$ cat config.mk
export PLATFORM = sky130hd
export DESIGN_NAME = thruster_command_shaper
export DESIGN_NICKNAME = d
export VERILOG_FILES = /design/src/sv/tcs_pkg.sv /design/src/sv/tcs_lane.sv /design/src/sv/tcs_frame.sv /design/src/sv/thruster_command_shaper.sv
export SDC_FILE = /design/constraint.sdc
export NUM_CORES = 1
export LEC_CHECK = 0
export BUFFER_PORTS_ARGS = -buffer_cell sky130_fd_sc_hd__buf_2
export CORE_UTILIZATION = 55
export CTS_BUF_LIST = sky130_fd_sc_hd__clkbuf_2 sky130_fd_sc_hd__clkbuf_4 sky130_fd_sc_hd__clkbuf_8
export DETAILED_ROUTE_END_ITERATION = 6
export PLACE_DENSITY = 0.74
export RECOVER_POWER = 100
export REMOVE_ABC_BUFFERS = 1
export SYNTH_ARGS = -nofsm -noshare
export SYNTH_HDL_FRONTEND = slang
export SYNTH_SLANG_ARGS = --single-unit
$ cat constraint.sdc
create_clock -name clk -period 9.9 [get_ports clk]
set_clock_uncertainty 0.15 [all_clocks]
set_input_delay 2.97 -clock clk [delete_from_list [all_inputs] [get_ports clk]]
set_output_delay 2.97 -clock clk [all_outputs]
set_load 0.005 [all_outputs]
$ cat src/sv/tcs_pkg.sv
package tcs_pkg;

  localparam int unsigned CMD_W        = 16;
  localparam int unsigned BYTE_W       = 8;
  localparam int unsigned INPUT_MOTORS = 5;
  localparam int unsigned MOTOR_COUNT_DEF = 5;
  localparam int unsigned INDEX_W      = 3;

  localparam logic [BYTE_W-1:0] START_BYTE  = 8'd101;
  localparam logic [6:0]        LIMIT_RESET = 7'd127;
  localparam logic [7:0]        GAP_RESET   = 8'd60;

  // register index codes, decoded from paddr[2]
  localparam logic REG_MOTOR_LIMIT  = 1'b0;
  localparam logic REG_REVERSAL_GAP = 1'b1;

  typedef logic signed [BYTE_W-1:0] cmd_t;

endpackage

$ cat src/sv/tcs_lane.sv
module tcs_lane (
  input  logic                              clk,
  input  logic                              rst,
  input  logic                              load,
  input  logic signed [tcs_pkg::CMD_W-1:0]  req,
  input  logic [6:0]                        motor_limit,
  input  logic [7:0]                        reversal_gap,
  output tcs_pkg::cmd_t                     cmd
);

  tcs_pkg::cmd_t            last_cmd;
  logic signed [15:0]       lim;
  tcs_pkg::cmd_t            clamped;
  logic signed [8:0]        diff;
  logic [8:0]               diff_abs;
  logic                     opposite;

  always_comb begin
    lim = $signed({9'd0, motor_limit});
    if (req > lim) begin
      clamped = $signed({1'b0, motor_limit});
    end else if (req < -lim) begin
      clamped = -$signed({1'b0, motor_limit});
    end else begin
      clamped = req[7:0];
    end
    diff     = 9'(last_cmd) - 9'(clamped);
    diff_abs = diff[8] ? 9'(-diff) : 9'(diff);
    opposite = (last_cmd > 0 && clamped < 0) || (last_cmd < 0 && clamped > 0);
    // drop a hard reversal to zero
    if (opposite && diff_abs > {1'b0, reversal_gap}) begin
      cmd = '0;
    end else begin
      cmd = clamped;
    end
  end

  always_ff @(posedge clk) begin
    if (rst) begin
      last_cmd <= '0;
    end else if (load) begin
      last_cmd <= cmd;
    end
  end

endmodule

$ cat src/sv/tcs_frame.sv
module tcs_frame #(
  parameter int unsigned LANES = tcs_pkg::INPUT_MOTORS
) (
  input  logic                                    clk,
  input  logic                                    rst,
  input  logic                                    in_load,
  input  tcs_pkg::cmd_t [LANES-1:0]               in_cmd,
  output logic                                    in_ready,
  output logic                                    m_tvalid,
  input  logic                                    m_tready,
  output logic [tcs_pkg::BYTE_W-1:0]              m_tdata,
  output logic [tcs_pkg::INDEX_W-1:0]             m_tuser,
  output logic                                    m_tlast
);

  localparam logic [tcs_pkg::INDEX_W-1:0] LAST_IDX = tcs_pkg::INDEX_W'(LANES);

  logic                               pend_valid;
  tcs_pkg::cmd_t [LANES-1:0]          pend_cmd;
  logic                               cur_valid;
  tcs_pkg::cmd_t [LANES-1:0]          cur_cmd;
  logic [tcs_pkg::INDEX_W-1:0]        idx;
  logic                               out_done;
  logic                               cur_free;

  assign out_done = cur_valid && m_tready && (idx == LAST_IDX);
  assign cur_free = !cur_valid || out_done;
  assign in_ready = !pend_valid;

  always_ff @(posedge clk) begin
    if (rst) begin
      pend_valid <= 1'b0;
      cur_valid  <= 1'b0;
      idx        <= '0;
    end else begin
      if (in_load) begin
        pend_valid <= 1'b1;
      end else if (cur_free && pend_valid) begin
        pend_valid <= 1'b0;
      end
      if (cur_free && pend_valid) begin
        cur_valid <= 1'b1;
        idx       <= '0;
      end else if (cur_free) begin
        cur_valid <= 1'b0;
      end else if (m_tready) begin
        idx <= idx + 1'b1;
      end
    end
  end

  always_ff @(posedge clk) begin
    if (in_load) begin
      pend_cmd <= in_cmd;
    end
    if (cur_free && pend_valid) begin
      cur_cmd <= pend_cmd;
    end
  end

  always_comb begin
    m_tdata = tcs_pkg::START_BYTE;
    for (int k = 0; k < LANES; k++) begin
      if (idx == tcs_pkg::INDEX_W'(k + 1)) begin
        m_tdata = cur_cmd[k];
      end
    end
  end

  assign m_tvalid = cur_valid;
  assign m_tuser  = idx;
  assign m_tlast  = (idx == LAST_IDX);

endmodule

$ cat src/sv/thruster_command_shaper.sv
// Thruster command shaper. Each input word carries five signed 16-bit thruster
// requests; one lane per active motor clamps its request to +/-motor_limit and
// then zeroes it if it reverses the sign of that motor's last command by more
// than reversal_gap, updating the last command on acceptance. The shaped set is
// sent as a frame of MOTOR_COUNT+1 byte words (only the first five motors exist
// at the input, so at most six): start byte 101, then one two's-complement byte
// per motor, tuser giving the byte position and tlast marking the final byte.
// An item costs one output word per frame byte, so sustained rate is one item
// per frame, set by the byte serializer and held back while m_tready is low.
// A one-deep frame buffer takes the next item while the current frame drains;
// an accepted item moves from the pending buffer into the current-frame
// register before its first byte is on the output. Registers: motor_limit at
// address 0 (reset 127), reversal_gap at address 4 (reset 60); write them
// only while no frame is pending.
module thruster_command_shaper #(
  parameter int unsigned MOTOR_COUNT = tcs_pkg::MOTOR_COUNT_DEF
) (
  input  logic         clk,
  input  logic         rst,
  // APB register port
  input  logic         psel,
  input  logic         penable,
  input  logic         pwrite,
  input  logic [2:0]   paddr,
  input  logic [31:0]  pwdata,
  output logic [31:0]  prdata,
  output logic         pready,
  // input: motor_one [15:0], motor_two [31:16], motor_three [47:32],
  //        motor_four [63:48], motor_five [79:64]
  input  logic         s_tvalid,
  output logic         s_tready,
  input  logic [79:0]  s_tdata,
  output logic         m_tvalid,
  input  logic         m_tready,
  // output: frame_byte [7:0]
  output logic [7:0]   m_tdata,
  // output: byte_index [2:0]
  output logic [2:0]   m_tuser,
  output logic         m_tlast
);

  // only five requests arrive, so never more than five lanes
  localparam int unsigned LANES = (MOTOR_COUNT < tcs_pkg::INPUT_MOTORS) ?
                                  MOTOR_COUNT : tcs_pkg::INPUT_MOTORS;

  logic [6:0]                 motor_limit;
  logic [7:0]                 reversal_gap;
  logic                       cfg_write;
  logic                       accept;
  tcs_pkg::cmd_t [LANES-1:0]  lane_cmd;

  // Register port: word-aligned decode on paddr[2], no wait states.
  assign pready    = 1'b1;
  assign cfg_write = psel && penable && pwrite && pready;

  always_ff @(posedge clk) begin
    if (rst) begin
      motor_limit  <= tcs_pkg::LIMIT_RESET;
      reversal_gap <= tcs_pkg::GAP_RESET;
    end else if (cfg_write) begin
      case (paddr[2])
        tcs_pkg::REG_MOTOR_LIMIT:  motor_limit  <= pwdata[6:0];
        tcs_pkg::REG_REVERSAL_GAP: reversal_gap <= pwdata[7:0];
        default: ;
      endcase
    end
  end

  always_comb begin
    case (paddr[2])
      tcs_pkg::REG_MOTOR_LIMIT:  prdata = {25'd0, motor_limit};
      tcs_pkg::REG_REVERSAL_GAP: prdata = {24'd0, reversal_gap};
      default:                   prdata = '0;
    endcase
  end

  assign accept = s_tvalid && s_tready;

  // One shaping lane per motor; each keeps its own last command.
  for (genvar g = 0; g < LANES; g++) begin : g_lane
    tcs_lane u_lane (
      .clk          (clk),
      .rst          (rst),
      .load         (accept),
      .req          ($signed(s_tdata[g*tcs_pkg::CMD_W +: tcs_pkg::CMD_W])),
      .motor_limit  (motor_limit),
      .reversal_gap (reversal_gap),
      .cmd          (lane_cmd[g])
    );
  end

  // Merge the lane results into a frame and stream it out byte by byte.
  tcs_frame #(
    .LANES (LANES)
  ) u_frame (
    .clk      (clk),
    .rst      (rst),
    .in_load  (accept),
    .in_cmd   (lane_cmd),
    .in_ready (s_tready),
    .m_tvalid (m_tvalid),
    .m_tready (m_tready),
    .m_tdata  (m_tdata),
    .m_tuser  (m_tuser),
    .m_tlast  (m_tlast)
  );

endmodule

==> flow_summary.yaml <==
status:
  run_status: "finished with violations"
  violations: "max-capacitance violations, max-slew violations"
place:
  place_congestion: 0.908
  io_buffers: 117
  pre_cts_slack_ns: 0.404
  placed_area_um2: 14200
  dpl.hpwl_mm: 28.8
synth:
  ys.flop_type: "edfxtp_1"
  yosys.area_share.xor_xnor_pct: 4.97
  synthArstFlopShare_pct: 0
  synthAdderAreaFrac_pct: 18.3
  avgSynthCellArea_um2: 8.73
  synth_area_um2: 13200
  synthSimpleGateAreaFrac_pct: 19.1
  synth.ff_latch_count: 140
  synth_compound_area_share_pct: 22.1
  synth_top_family_by_area: "compound AO/OA/AOI/OAI gates"
  ys_types: 89
  synthCells: 1514
  synth_mux_area_share_pct: 2.94
  synth-edff-count: 80
  synth-seq-area-share_pct: 27.3
  synth-warning-count: 0
setup_path:
  cp.arrival_ns: 9.50
  cp_max_fo: 9
  crit_path_end_kind: "register"
  cp_common_cell: "a21oi_1"
  regToRegSetupSlack_ns: 0.98
  crit_type: "in2reg"
  r2r_start: "motor_limit[0]"
  r2r_cells: 40
  required_ns: 10.10
  cp-start-kind: "input pin"
  r2r-end: "g_lane[4].u_lane.last_cmd[3]"
  cpMaxStageDelayCell: "a221oi_2"
  cpPeakStageDelay_ns: 0.44
power:
  vdd_drop_max_mv: 0.0981
  seqPwrFrac_pct: 33.9
  pwr-share-comb_pct: 43.4
  p_sw_share_pct: 37.8
  p_leak_nw: 6.30
  power_mw: 2.17
  power_frac_clock_pct: 22.7
  p_sw_uw: 819
  p_per_area_nw_per_um2: 149
  p_int_mw: 1.35
sta:
  setup_viol: 0
  slew-limit-headroom_pct: -101
  setup_ws_ns: 0.603
  fmax_mhz: 108
  fin_tns_setup_ns: 0
  drv_slew: 139
  hold_viol: 0
  min_period_ns: 9.30
  rsz0062_at_grt: "no"
  post-route-period-util_pct: 93.9
  worst_slew_pin_slew_ns: 3.02
min_path:
  hold_path.class: "reg2reg"
  min_from: "u_frame.pend_cmd[25]"
  hold_path_end: "u_frame.cur_cmd[25]"
  min_delay_path_depth: 0
final_layout:
  fin_nets: 1941
  antenna_cells: 0
  multi_input_area_um2: 9010
  seq_area_um2: 3600
  layout_commonest_cell: "ha_1"
  final_cell_mix: "ha_1 (187), nor2_1 (133), nand2_1 (114), buf_2 (91), a21oi_1 (81)"
  stdcell_area_um2: 14500
  nFillCells: 2075
  area_growth_pct: 9.94
  drive_above_1_share_pct: 11.4
clock_tree:
  root_buffer: "clkbuf_8"
  clock_sinks: 140
  cts_tree: "done"
  cts_hold_buf: 0
  cts_resized: 0
  worstSkewPairLatency_ns: 0.46
  cts_htree_levels: 4
  post_cts_buffers: 0
  clock_path_buffers: 2
  cts-buffers-inserted: 17
  path_clk_slew_ns: 0.09
die:
  die_area_um2: 24600
  fp.coreArea_um2: 23500
  die_height_um: 157
  ios: 169
  die_x_um: 157
  initial_utilization_pct: 56.1
  rows: 56
global_routing:
  antenna_found_initial: 0
  grt_pass1_wl_mm: 57.7
  first_global_vias: 11200
  grtUsageTotal_pct: 30.1
  grt.overflow.total: 0
  grt_max_degree: 60
drt:
  vias_per_cell: 6.19
  detail_route.wl_per_cell_um: 18.7
  drc: 0
  drtIter0Drc: 956
  ant_nets: 0
  first_pass_iters: 5
  vias: 12200
  wl_mm: 36.7
job:
  drv_cap: 3
## critical path: cells and delay by family
family,cells,cell delay (ns)
AND/OR/NAND/NOR,10,1.04
multiplexers,2,0.57
AO/OA/AOI/OAI,16,3.18
buffers and inverters,4,0.66
adder cells (fa/ha/maj),4,1.09
## kinds of logic after synthesis
logic type | Yosys count
multiplexers | 37
XOR/XNOR | 75
AND/OR/NAND/NOR | 499
adder cells (fa/ha/maj) | 195
buffers and inverters | 155
AO/OA/AOI/OAI | 411
flip-flops | 140
other | 2
## how the worst max path moves through the flow
stage / start / to / slack, ns / depth (start not counted)
finish: s_tdata[73] / g_lane[4].u_lane.last_cmd[3] / 0.60 / 36
global route: s_tdata[75] / g_lane[4].u_lane.last_cmd[3] / 0.1 / 36
CTS: s_tdata[73] / g_lane[4].u_lane.last_cmd[3] / 0.87 / 36
detailed placement: s_tdata[9] / u_frame.pend_cmd[1] / 0.40 / 30
global placement: s_tdata[75] / g_lane[4].u_lane.last_cmd[3] / 0.51 / 36
floorplan: s_tdata[75] / g_lane[4].u_lane.last_cmd[0] / 0.98 / 32
## layout make-up
type / count / share of cell area, %
multi-input cells: 1242 / 62.0
flip-flops and latches: 140 / 24.8
repair buffers: 152 / 5.49
well taps: 319 / 2.75
inverters: 79 / 2.04
clock buffers: 17 / 1.61
clock inverters: 15 / 1.31
## sequential cells by signal, indices dropped and copies added, names as in the netlist
| name | count |
|---|---|
| reversal_gap | 8 |
| u_frame.pend_valid | 1 |
| u_frame.pend_cmd | 40 |
| g_lane.u_lane.last_cmd | 40 |
| u_frame.m_tvalid | 1 |
| motor_limit | 7 |
| u_frame.m_tuser | 3 |
| u_frame.cur_cmd | 40 |
## power groups by stage
stage          logic [mW]  registers (mW)  clock network, mW
6_report            0.941           0.736              0.491
5_1_grt              1.05           0.742              0.522
4_1_cts             0.935           0.734              0.498
3_5_place_dp        0.926           0.747                  0
3_3_place_gp        0.893           0.744                  0
2_1_floorplan       0.686           0.733                  0
## stage by stage
stage,utilization [%],instances,hold slack (ns)
after floorplan,-,1461,0.250
after detailed placement,60.2,1932,0.255
after global placement,60.2,1932,0.251
after CTS,62.0,1964,0.262
after global routing,61.7,1964,0.272
final,61.7,1964,0.255
## synth_stat cells (all sizes together), types with 31 or more instances
master    n  area (um2)
nor2b    43         269
buf      40         270
inv      76         285
nand2   114         428
dfxtp    60        1200
ha      187        2340
nand4    31         194
o21ai    71         378
a21oi    83         419
nand2b   41         257
clkbuf   36         135
nor2    133         499
xnor2    54         473
edfxtp   80        2400
## routing by layer
layer	vias up	global-route usage [%]	part of all wire, %
met1	5668	40.3	45
met5	-	0	0
met2	538	49.4	46
met3	79	3.72	7.2
li1	5876	-	-
met4	0	11.8	2.8
Note: power is estimated with default switching activity, not from simulation.
